$ cat config.mk
export PLATFORM = sky130hd
export DESIGN_NAME = calendar_date_counter_core_flat
export DESIGN_NICKNAME = d
export VERILOG_FILES = /design/src/cdc_pkg.sv /design/src/cdc_in_if.sv /design/src/cdc_out_if.sv /design/src/cdc_ctrl.sv /design/src/cdc_dpath.sv /design/src/calendar_date_counter_core.sv /design/src/flat_wrapper.sv
export SDC_FILE = /design/constraint.sdc
export NUM_CORES = 1
export LEC_CHECK = 0
export ABC_AREA = 1
export BUFFER_PORTS_ARGS = -buffer_cell sky130_fd_sc_hd__clkbuf_2
export CAP_MARGIN = 40
export CELL_PAD_IN_SITES_DETAIL_PLACEMENT = 1
export CELL_PAD_IN_SITES_GLOBAL_PLACEMENT = 1
export CORE_ASPECT_RATIO = 0.75
export CORE_MARGIN = 3
export CORE_UTILIZATION = 45
export DETAILED_ROUTE_END_ITERATION = 8
export GPL_ROUTABILITY_DRIVEN = 0
export GPL_TIMING_DRIVEN = 0
export PLACE_DENSITY_LB_ADDON = 0.1
export SLEW_MARGIN = 20
export SYNTH_ARGS = -nofsm -noshare
export SYNTH_HDL_FRONTEND = slang
export SYNTH_SLANG_ARGS = --single-unit
export TNS_END_PERCENT = 10
$ cat constraint.sdc
create_clock -name clk -period 8.08 [get_ports clk]
set_input_delay 2.02 -clock clk [delete_from_list [all_inputs] [get_ports clk]]
set_output_delay 2.02 -clock clk [all_outputs]
set_load 0.02 [all_outputs]
$ cat src/cdc_pkg.sv
// shared types, constants and the month length table for the calendar date counter
`default_nettype none
package cdc_pkg;

  localparam int COUNT_WIDTH_DEF = 16;
  localparam int YEAR_WIDTH_DEF  = 12;

  // years are compared at this width so that 2100 fits at every year width
  localparam int YEAR_EXT_W = 16;
  localparam int C100_W     = 7;

  localparam logic [YEAR_EXT_W-1:0] MIN_YEAR      = 16'd1900;
  localparam logic [YEAR_EXT_W-1:0] MID_YEAR      = 16'd2000;
  localparam logic [YEAR_EXT_W-1:0] MAX_LOAD_YEAR = 16'd2100;
  localparam logic [7:0]            CENTURY_SPAN  = 8'd100;
  localparam logic [C100_W-1:0]     C100_LAST     = 7'd99;

  // century number modulo 4 for 1900, 2000 and 2100
  localparam logic [1:0] Q4_1900 = 2'd3;
  localparam logic [1:0] Q4_2000 = 2'd0;
  localparam logic [1:0] Q4_2100 = 2'd1;

  localparam logic [4:0] FIRST_DAY   = 5'd1;
  localparam logic [3:0] FIRST_MONTH = 4'd1;
  localparam logic [3:0] FEB         = 4'd2;
  localparam logic [3:0] DEC         = 4'd12;

  typedef enum logic {
    OP_LOAD    = 1'b0,
    OP_ADVANCE = 1'b1
  } opcode_t;

  typedef enum logic [2:0] {
    ST_OK        = 3'd0,
    ST_BAD_MONTH = 3'd1,
    ST_BAD_YEAR  = 3'd2,
    ST_BAD_DAY   = 3'd3,
    ST_OVERFLOW  = 3'd4
  } status_t;

  typedef enum logic [1:0] {
    S_IDLE,
    S_ADV,
    S_FIN
  } state_t;

  typedef struct packed {
    logic load;
    logic adv;
    logic step;
    logic emit;
  } cmd_t;

  typedef struct packed {
    logic done;
    logic out_busy;
  } dp_stat_t;

  function automatic logic [4:0] days_in(input logic [3:0] month, input logic leap);
    logic [4:0] len;
    unique case (month)
      4'd2:                            len = leap ? 5'd29 : 5'd28;
      4'd4, 4'd6, 4'd9, 4'd11:         len = 5'd30;
      default:                         len = 5'd31;
    endcase
    return len;
  endfunction

endpackage
`default_nettype wire

$ cat src/cdc_in_if.sv
// input channel: opcode and load or advance payload
`default_nettype none
interface cdc_in_if #(
  parameter int COUNT_WIDTH = cdc_pkg::COUNT_WIDTH_DEF,
  parameter int YEAR_WIDTH  = cdc_pkg::YEAR_WIDTH_DEF
);
  logic                   valid;
  logic                   ready;
  logic                   opcode;
  logic [3:0]             new_month;
  logic [4:0]             new_day;
  logic [YEAR_WIDTH-1:0]  new_year;
  logic [COUNT_WIDTH-1:0] day_count;

  modport source (output valid, opcode, new_month, new_day, new_year, day_count,
                  input ready);
  modport sink   (input valid, opcode, new_month, new_day, new_year, day_count,
                  output ready);
endinterface
`default_nettype wire

$ cat src/cdc_out_if.sv
// result channel: date after the operation and status
`default_nettype none
interface cdc_out_if #(
  parameter int YEAR_WIDTH = cdc_pkg::YEAR_WIDTH_DEF
);
  logic                  valid;
  logic                  ready;
  logic [4:0]            cur_day;
  logic [3:0]            cur_month;
  logic [YEAR_WIDTH-1:0] cur_year;
  logic [2:0]            status;

  modport source (output valid, cur_day, cur_month, cur_year, status, input ready);
  modport sink   (input valid, cur_day, cur_month, cur_year, status, output ready);
endinterface
`default_nettype wire

$ cat src/cdc_ctrl.sv
// controller state machine: sequences load, day stepping and result transfer
`default_nettype none
module cdc_ctrl (
  input  wire logic            clk,
  input  wire logic            rst_n,
  input  wire logic            in_valid,
  input  wire logic            in_opcode,
  output logic                 in_ready,
  input  wire cdc_pkg::dp_stat_t dp_stat,
  output cdc_pkg::cmd_t        cmd
);

  cdc_pkg::state_t state_r, state_nxt;

  always_ff @(posedge clk) begin
    if (!rst_n) begin
      state_r <= cdc_pkg::S_IDLE;
    end else begin
      state_r <= state_nxt;
    end
  end

  always_comb begin
    state_nxt = state_r;
    unique case (state_r)
      cdc_pkg::S_IDLE: begin
        if (in_valid) begin
          state_nxt = (in_opcode == cdc_pkg::OP_ADVANCE) ? cdc_pkg::S_ADV : cdc_pkg::S_FIN;
        end
      end
      cdc_pkg::S_ADV: begin
        if (dp_stat.done) begin
          state_nxt = cdc_pkg::S_FIN;
        end
      end
      cdc_pkg::S_FIN: begin
        if (!dp_stat.out_busy) begin
          state_nxt = cdc_pkg::S_IDLE;
        end
      end
      default: state_nxt = cdc_pkg::S_IDLE;
    endcase
  end

  always_comb begin
    in_ready = 1'b0;
    cmd      = '0;
    unique case (state_r)
      cdc_pkg::S_IDLE: begin
        in_ready = 1'b1;
        cmd.load = in_valid && (in_opcode == cdc_pkg::OP_LOAD);
        cmd.adv  = in_valid && (in_opcode == cdc_pkg::OP_ADVANCE);
      end
      cdc_pkg::S_ADV: begin
        cmd.step = !dp_stat.done;
      end
      cdc_pkg::S_FIN: begin
        cmd.emit = !dp_stat.out_busy;
      end
      default: begin
        in_ready = 1'b0;
      end
    endcase
  end

endmodule
`default_nettype wire

$ cat src/cdc_dpath.sv
// datapath: date registers, load checks, one-day stepper and output register
`default_nettype none
module cdc_dpath #(
  parameter int COUNT_WIDTH = cdc_pkg::COUNT_WIDTH_DEF,
  parameter int YEAR_WIDTH  = cdc_pkg::YEAR_WIDTH_DEF
) (
  input  wire logic                   clk,
  input  wire logic                   rst_n,
  input  wire cdc_pkg::cmd_t          cmd,
  output cdc_pkg::dp_stat_t           dp_stat,
  input  wire logic [3:0]             in_month,
  input  wire logic [4:0]             in_day,
  input  wire logic [YEAR_WIDTH-1:0]  in_year,
  input  wire logic [COUNT_WIDTH-1:0] in_count,
  output logic                        out_valid,
  input  wire logic                   out_ready,
  output logic [4:0]                  out_day,
  output logic [3:0]                  out_month,
  output logic [YEAR_WIDTH-1:0]       out_year,
  output logic [2:0]                  out_status
);

  localparam logic [YEAR_WIDTH-1:0] MAX_YEAR = {YEAR_WIDTH{1'b1}};

  logic [4:0]                  day_r;
  logic [3:0]                  month_r;
  logic [YEAR_WIDTH-1:0]       year_r;
  logic [cdc_pkg::C100_W-1:0]  c100_r;
  logic [1:0]                  q4_r;
  logic [COUNT_WIDTH-1:0]      cnt_r;
  cdc_pkg::status_t            stat_r;
  logic                        out_valid_r;
  logic [4:0]                  out_day_r;
  logic [3:0]                  out_month_r;
  logic [YEAR_WIDTH-1:0]       out_year_r;
  cdc_pkg::status_t            out_status_r;

  // load checks
  logic [cdc_pkg::YEAR_EXT_W-1:0] ld_year_ext;
  logic [7:0]                     ld_ofs;
  logic                           ld_leap;
  cdc_pkg::status_t               ld_status;
  logic [cdc_pkg::C100_W-1:0]     ld_c100;
  logic [1:0]                     ld_q4;

  assign ld_year_ext = cdc_pkg::YEAR_EXT_W'(in_year);
  assign ld_ofs      = 8'(ld_year_ext - cdc_pkg::MIN_YEAR);
  assign ld_leap     = (in_year[1:0] == 2'b00) && (ld_year_ext != cdc_pkg::MIN_YEAR) &&
                       (ld_year_ext != cdc_pkg::MAX_LOAD_YEAR);

  always_comb begin
    if (in_month < cdc_pkg::FIRST_MONTH || in_month > cdc_pkg::DEC) begin
      ld_status = cdc_pkg::ST_BAD_MONTH;
    end else if (ld_year_ext < cdc_pkg::MIN_YEAR || ld_year_ext > cdc_pkg::MAX_LOAD_YEAR) begin
      ld_status = cdc_pkg::ST_BAD_YEAR;
    end else if (in_day < cdc_pkg::FIRST_DAY ||
                 in_day > cdc_pkg::days_in(in_month, ld_leap)) begin
      ld_status = cdc_pkg::ST_BAD_DAY;
    end else begin
      ld_status = cdc_pkg::ST_OK;
    end
  end

  // year within century and century modulo 4, for a year already in range
  always_comb begin
    if (ld_year_ext < cdc_pkg::MID_YEAR) begin
      ld_c100 = ld_ofs[cdc_pkg::C100_W-1:0];
      ld_q4   = cdc_pkg::Q4_1900;
    end else if (ld_year_ext < cdc_pkg::MAX_LOAD_YEAR) begin
      ld_c100 = cdc_pkg::C100_W'(ld_ofs - cdc_pkg::CENTURY_SPAN);
      ld_q4   = cdc_pkg::Q4_2000;
    end else begin
      ld_c100 = '0;
      ld_q4   = cdc_pkg::Q4_2100;
    end
  end

  // one-day stepper
  logic       cur_leap;
  logic [4:0] cur_len;
  logic       at_end;

  assign cur_leap = (year_r[1:0] == 2'b00) && ((c100_r != '0) || (q4_r == 2'b00));
  assign cur_len  = cdc_pkg::days_in(month_r, cur_leap);
  assign at_end   = (day_r >= cur_len) && (month_r == cdc_pkg::DEC) && (year_r == MAX_YEAR);

  assign dp_stat.done     = (cnt_r == '0) || (stat_r == cdc_pkg::ST_OVERFLOW);
  assign dp_stat.out_busy = out_valid_r && !out_ready;

  always_ff @(posedge clk) begin
    if (!rst_n) begin
      day_r   <= cdc_pkg::FIRST_DAY;
      month_r <= cdc_pkg::FIRST_MONTH;
      year_r  <= YEAR_WIDTH'(cdc_pkg::MIN_YEAR);
      c100_r  <= '0;
      q4_r    <= cdc_pkg::Q4_1900;
      stat_r  <= cdc_pkg::ST_OK;
    end else if (cmd.load) begin
      stat_r <= ld_status;
      if (ld_status == cdc_pkg::ST_OK) begin
        day_r   <= in_day;
        month_r <= in_month;
        year_r  <= in_year;
        c100_r  <= ld_c100;
        q4_r    <= ld_q4;
      end
    end else if (cmd.adv) begin
      stat_r <= cdc_pkg::ST_OK;
    end else if (cmd.step) begin
      if (day_r < cur_len) begin
        day_r <= day_r + 5'd1;
      end else if (month_r < cdc_pkg::DEC) begin
        month_r <= month_r + 4'd1;
        day_r   <= cdc_pkg::FIRST_DAY;
      end else if (!at_end) begin
        year_r  <= year_r + YEAR_WIDTH'(1);
        month_r <= cdc_pkg::FIRST_MONTH;
        day_r   <= cdc_pkg::FIRST_DAY;
        if (c100_r == cdc_pkg::C100_LAST) begin
          c100_r <= '0;
          q4_r   <= q4_r + 2'd1;
        end else begin
          c100_r <= c100_r + cdc_pkg::C100_W'(1);
        end
      end else begin
        stat_r <= cdc_pkg::ST_OVERFLOW;
      end
    end
  end

  always_ff @(posedge clk) begin
    if (cmd.adv) begin
      cnt_r <= in_count;
    end else if (cmd.step && !at_end) begin
      cnt_r <= cnt_r - COUNT_WIDTH'(1);
    end
  end

  // output register
  always_ff @(posedge clk) begin
    if (!rst_n) begin
      out_valid_r <= 1'b0;
    end else if (cmd.emit) begin
      out_valid_r <= 1'b1;
    end else if (out_ready) begin
      out_valid_r <= 1'b0;
    end
  end

  always_ff @(posedge clk) begin
    if (cmd.emit) begin
      out_day_r    <= day_r;
      out_month_r  <= month_r;
      out_year_r   <= year_r;
      out_status_r <= stat_r;
    end
  end

  assign out_valid  = out_valid_r;
  assign out_day    = out_day_r;
  assign out_month  = out_month_r;
  assign out_year   = out_year_r;
  assign out_status = out_status_r;

endmodule
`default_nettype wire

$ cat src/calendar_date_counter_core.sv
// top level of the calendar date counter
// Holds a Gregorian date (reset 1 January 1900) and takes one item at a time.
// A load is checked (month, then year 1900-2100, then day) and its result is
// registered and then emitted from the finish state. An advance moves the date
// one day per cycle through the date registers' stepper until day_count days
// have passed, and its result is then emitted from the finish state. Stepping
// past 31 December of year 2^YEAR_WIDTH - 1 stops there with status 4. The
// result sits in an output register, so a new item is taken while it waits.
`default_nettype none
module calendar_date_counter_core #(
  parameter int COUNT_WIDTH = cdc_pkg::COUNT_WIDTH_DEF,
  parameter int YEAR_WIDTH  = cdc_pkg::YEAR_WIDTH_DEF
) (
  input  wire logic clk,
  input  wire logic rst_n,
  cdc_in_if.sink    in_if,
  cdc_out_if.source out_if
);

  cdc_pkg::cmd_t     cmd;
  cdc_pkg::dp_stat_t dp_stat;

  cdc_ctrl u_ctrl (
    .clk       (clk),
    .rst_n     (rst_n),
    .in_valid  (in_if.valid),
    .in_opcode (in_if.opcode),
    .in_ready  (in_if.ready),
    .dp_stat   (dp_stat),
    .cmd       (cmd)
  );

  cdc_dpath #(
    .COUNT_WIDTH (COUNT_WIDTH),
    .YEAR_WIDTH  (YEAR_WIDTH)
  ) u_dpath (
    .clk        (clk),
    .rst_n      (rst_n),
    .cmd        (cmd),
    .dp_stat    (dp_stat),
    .in_month   (in_if.new_month),
    .in_day     (in_if.new_day),
    .in_year    (in_if.new_year),
    .in_count   (in_if.day_count),
    .out_valid  (out_if.valid),
    .out_ready  (out_if.ready),
    .out_day    (out_if.cur_day),
    .out_month  (out_if.cur_month),
    .out_year   (out_if.cur_year),
    .out_status (out_if.status)
  );

endmodule
`default_nettype wire

$ cat src/flat_wrapper.sv
// flat-port wrapper written by rule: the top's interface ports become plain ports
module calendar_date_counter_core_flat 
#(
  parameter int COUNT_WIDTH = cdc_pkg::COUNT_WIDTH_DEF,
  parameter int YEAR_WIDTH  = cdc_pkg::YEAR_WIDTH_DEF
)
  (clk, rst_n, in_if_valid, in_if_opcode, in_if_new_month, in_if_new_day, in_if_new_year, in_if_day_count, in_if_ready, out_if_valid, out_if_cur_day, out_if_cur_month, out_if_cur_year, out_if_status, out_if_ready);
  cdc_in_if #(.COUNT_WIDTH(COUNT_WIDTH), .YEAR_WIDTH(YEAR_WIDTH)) in_if_i ();
  cdc_out_if #(.YEAR_WIDTH(YEAR_WIDTH)) out_if_i ();
  input  wire logic clk;
  input  wire logic rst_n;
  input wire logic [$bits(in_if_i.valid)-1:0] in_if_valid;
  input wire logic [$bits(in_if_i.opcode)-1:0] in_if_opcode;
  input wire logic [$bits(in_if_i.new_month)-1:0] in_if_new_month;
  input wire logic [$bits(in_if_i.new_day)-1:0] in_if_new_day;
  input wire logic [$bits(in_if_i.new_year)-1:0] in_if_new_year;
  input wire logic [$bits(in_if_i.day_count)-1:0] in_if_day_count;
  output wire logic [$bits(in_if_i.ready)-1:0] in_if_ready;
  output wire logic [$bits(out_if_i.valid)-1:0] out_if_valid;
  output wire logic [$bits(out_if_i.cur_day)-1:0] out_if_cur_day;
  output wire logic [$bits(out_if_i.cur_month)-1:0] out_if_cur_month;
  output wire logic [$bits(out_if_i.cur_year)-1:0] out_if_cur_year;
  output wire logic [$bits(out_if_i.status)-1:0] out_if_status;
  input wire logic [$bits(out_if_i.ready)-1:0] out_if_ready;
  assign in_if_i.valid = in_if_valid;
  assign in_if_i.opcode = in_if_opcode;
  assign in_if_i.new_month = in_if_new_month;
  assign in_if_i.new_day = in_if_new_day;
  assign in_if_i.new_year = in_if_new_year;
  assign in_if_i.day_count = in_if_day_count;
  assign in_if_ready = in_if_i.ready;
  assign out_if_valid = out_if_i.valid;
  assign out_if_cur_day = out_if_i.cur_day;
  assign out_if_cur_month = out_if_i.cur_month;
  assign out_if_cur_year = out_if_i.cur_year;
  assign out_if_status = out_if_i.status;
  assign out_if_i.ready = out_if_ready;
  calendar_date_counter_core #(.COUNT_WIDTH(COUNT_WIDTH), .YEAR_WIDTH(YEAR_WIDTH)) u_core (.clk(clk), .rst_n(rst_n), .in_if(in_if_i), .out_if(out_if_i));
endmodule
==> impl_metrics.ini <==
[status]
outcome = completed

[setup_path]
crit_path_end_kind = flip-flop
worstSetupStartpointType = input pin
crit_path_start = in_if_new_year[2]
reg2reg_to = u_core.u_dpath.year_r[2]
cp_max_fo = 10
timing.rr.start = u_core.u_dpath.month_r[0]
reg2reg_setup_slack_ns = 4.98
cp.required_ns = 8.26
crit_arrival_ns = 4.71
reg2reg_depth = 18
path_class = input pin to flip-flop

[global_route]
grt_max_degree = 15
busiest_layer = met2
met2_usage = 0.424
grt_pass1_wl_um = 23900
antenna_found_initial = 0
track_usage = 0.265
grt_use_met1 = 0.374
grt_pass1_vias = 4709
grt_overflow_total = 0
met3_usage = 0.0497

[sta]
fin_crit_sh = 0.560
rsz0062_at_grt = no
report.final.slew_viol_count = 0
clock-skew-final_ns = 0.00919
fmax_mhz = 221
fin_hold_ws_ns = 0.463
hold_viol_final = 0
slew_headroom = 0.546
tightest_slew_ns = 0.680
period_needed_ns = 4.53
tns_ns = 0
setup_violations = 0

[clock_tree]
cts_resized = 0
numCtsBuffers = 9
cts_max_level = 3
clock-sinks = 76
insertion_delay_ns = 0.34
ctsRootBufferMaster = clkbuf_16
hold_buffers = 0
clk_path_buf_depth = 2
cts_tree = yes
postCtsSetupRepairBufs = 0
clk_pin_slew_ns = 0.06

[final_layout]
drive_gt1_frac = 0.150
area_growth_pct = 18.1
layoutNonFillerInstCount = 852
diodes = 0
nNetsFinal = 776

[route]
wl_per_cell_um = 17.5
firstDrtPassIters = 4
num_vias = 4632
ant_nets = 0
drc_errors = 0
totalWireLength_um = 14900
routed_via_density = 5.44
drt_iter0_markers = 378

[logic_synthesis]
ys_ff_latch = 76
synth_cells = 635
yosys.area.top_type_share = 0.255
async_reset_ff_frac = 0
yosysMostFrequentCell = nand2_1
synth_common_cells = nand2_1 (154), nor2_1 (88), nand3_1 (64)
synthXorXnorAreaFrac = 0.0447
netlist_area_sq_mm = 0.00471
ys.flop_type = edfxtp_1
yosys.area.top_type = edfxtp_1
yosysSeqAreaShare = 0.408
avgSynthCellArea_sq_um = 7.41
synth_mux_area_frac = 0
synth_top_family_by_area = simple AND/OR/NAND/NOR gates
ys_types = 36
yosys_warnings = 0
syn_nets = 696
yosys-top-cells-area = edfxtp_1 (26%), dfxtp_1 (15%), nand2_1 (12%)
synth-simple-area-share = 0.324
synth_compound_area_frac = 0.0965
synthAdderAreaFrac = 0.0505
synth_edf_count = 40

[worst_hold_path]
min_from = u_core.u_dpath.q4_r[1]
whs_path_depth = 2
min_to = u_core.u_dpath.q4_r[1]
min_path_type = flip-flop to flip-flop

[power_and_ir_drop]
report.power.total_mw = 1.07
ir_worst_vdd_uv = 117
p_int_mw = 0.768
power_frac_clock = 0.408
power_density_mw_per_mm2 = 193
switching_share = 0.285
leakage_nw = 2.49
p_switching_mw = 0.305
power_frac_comb = 0.168
p_seq_frac = 0.424

[die]
die_width_um = 124
pin_count = 68
rows = 31
core_sq_mm = 0.00993
die_y_um = 94.6
dieArea_sq_mm = 0.0117
initial_core_util = 0.474

[place]
port_buffers = 66
hpwl_um = 11300
place_inst = 836

[run]
cap_violations = 0
==> metal layers <==
layer / wire length (um) / up-vias
li1: - / 2256
met1: 7130 / 2241
met2: 6880 / 124
met3: 780 / 11
met4: 127 / 0
met5: 0 / -
==> state kept, by name (all words and copies together) (netlist names) <==
signal / cells
u_core.u_ctrl.state_r: 2
u_core.u_dpath.out_day: 5
u_core.u_dpath.out_month: 4
u_core.u_dpath.out_year: 12
u_core.u_dpath.day_r: 5
u_core.u_dpath.cnt_r: 16
u_core.u_dpath.q4_r: 2
u_core.u_dpath.year_r: 12
u_core.u_dpath.out_valid: 1
u_core.u_dpath.out_status: 3
u_core.u_dpath.stat_r: 3
u_core.u_dpath.month_r: 4
u_core.u_dpath.c100_r: 7
==> worst max-delay path, cell delays in order <==
cell      delay, ns
clkbuf_2       0.16
ha_1           0.25
nand3_1        0.11
nor2_1         0.05
nand2_1        0.09
nand3_1        0.13
a211oi_1       0.30
ha_1           0.17
nand2_1        0.05
inv_1          0.06
nor2_1         0.04
a21oi_1        0.37
nand4_1        0.19
nand2_2        0.16
buf_2          0.29
nand2_1        0.11
nand2_1        0.08
nand3_1        0.07
==> worst max path at each step <==
stage / endpoint / slack, ns / depth (start not counted)
floorplan: u_core.u_dpath.out_day[0] / 3.91 / 2
global placement: u_core.u_dpath.out_day[4] / 3.08 / 3
detailed placement: u_core.u_dpath.q4_r[0] / 3.32 / 18
CTS: u_core.u_dpath.month_r[0] / 3.66 / 18
global route: u_core.u_dpath.month_r[0] / 3.37 / 18
finish: u_core.u_dpath.month_r[0] / 3.55 / 18
==> through the flow <==
| stage | utilization | instance area, sq um | setup WS [ns] |
|---|---|---|---|
| 3_5_place_dp | 0.528 | 5240 | 3.32 |
| 6_report | 0.560 | 5560 | 3.55 |
| 2_1_floorplan | - | 4710 | 3.91 |
| 5_1_grt | 0.560 | 5560 | 3.37 |
| 3_3_place_gp | 0.524 | 5200 | 3.08 |
| 4_1_cts | 0.560 | 5560 | 3.66 |
==> cell type report <==
cell class | instances | area [sq um]
buffer | 20 | 115
clock buffer | 10 | 229
clock inverter | 6 | 87.6
fill | 1324 | 4370
inverter | 65 | 244
multi-input combinational | 474 | 2430
sequential | 76 | 1920
tap | 132 | 165
timing repair buffer | 69 | 360
==> cell families after synthesis <==
| group | after synthesis |
|---|---|
| compound gates | 83 |
| xor+xnor | 24 |
| fa+ha+maj | 19 |
| buf+inv | 85 |
| flops | 76 |
| simple gates | 348 |
==> placed cells by master, fill, tap and decap left out, drive strengths merged, types with 2 or more instances in the layout <==
cell type,synthesis,routed
nor3,9,9
nor3b,2,2
a22oi,6,6
edfxtp,40,40
nand3b,10,10
xor2,16,16
bufinv,0,2
inv,63,64
a211oi,2,2
nor2,92,92
o21ai,37,37
buf,12,15
clkbuf,8,84
nand2,157,157
clkinvlp,0,2
or2,5,5
nand4,8,8
dfxtp,36,36
o22ai,2,2
xnor2,8,8
a31oi,6,6
clkinv,2,3
a21oi,27,27
ha,19,19
nand3,64,64
==> power groups by stage <==
stage	Combinational [mW]	Sequential, mW	Clock (mW)
2_1_floorplan	0.107	0.466	0
3_3_place_gp	0.165	0.462	0
3_5_place_dp	0.177	0.463	0
4_1_cts	0.180	0.454	0.439
5_1_grt	0.201	0.457	0.459
6_report	0.181	0.455	0.438
No activity file was read; power rests on OpenSTA's default activity.
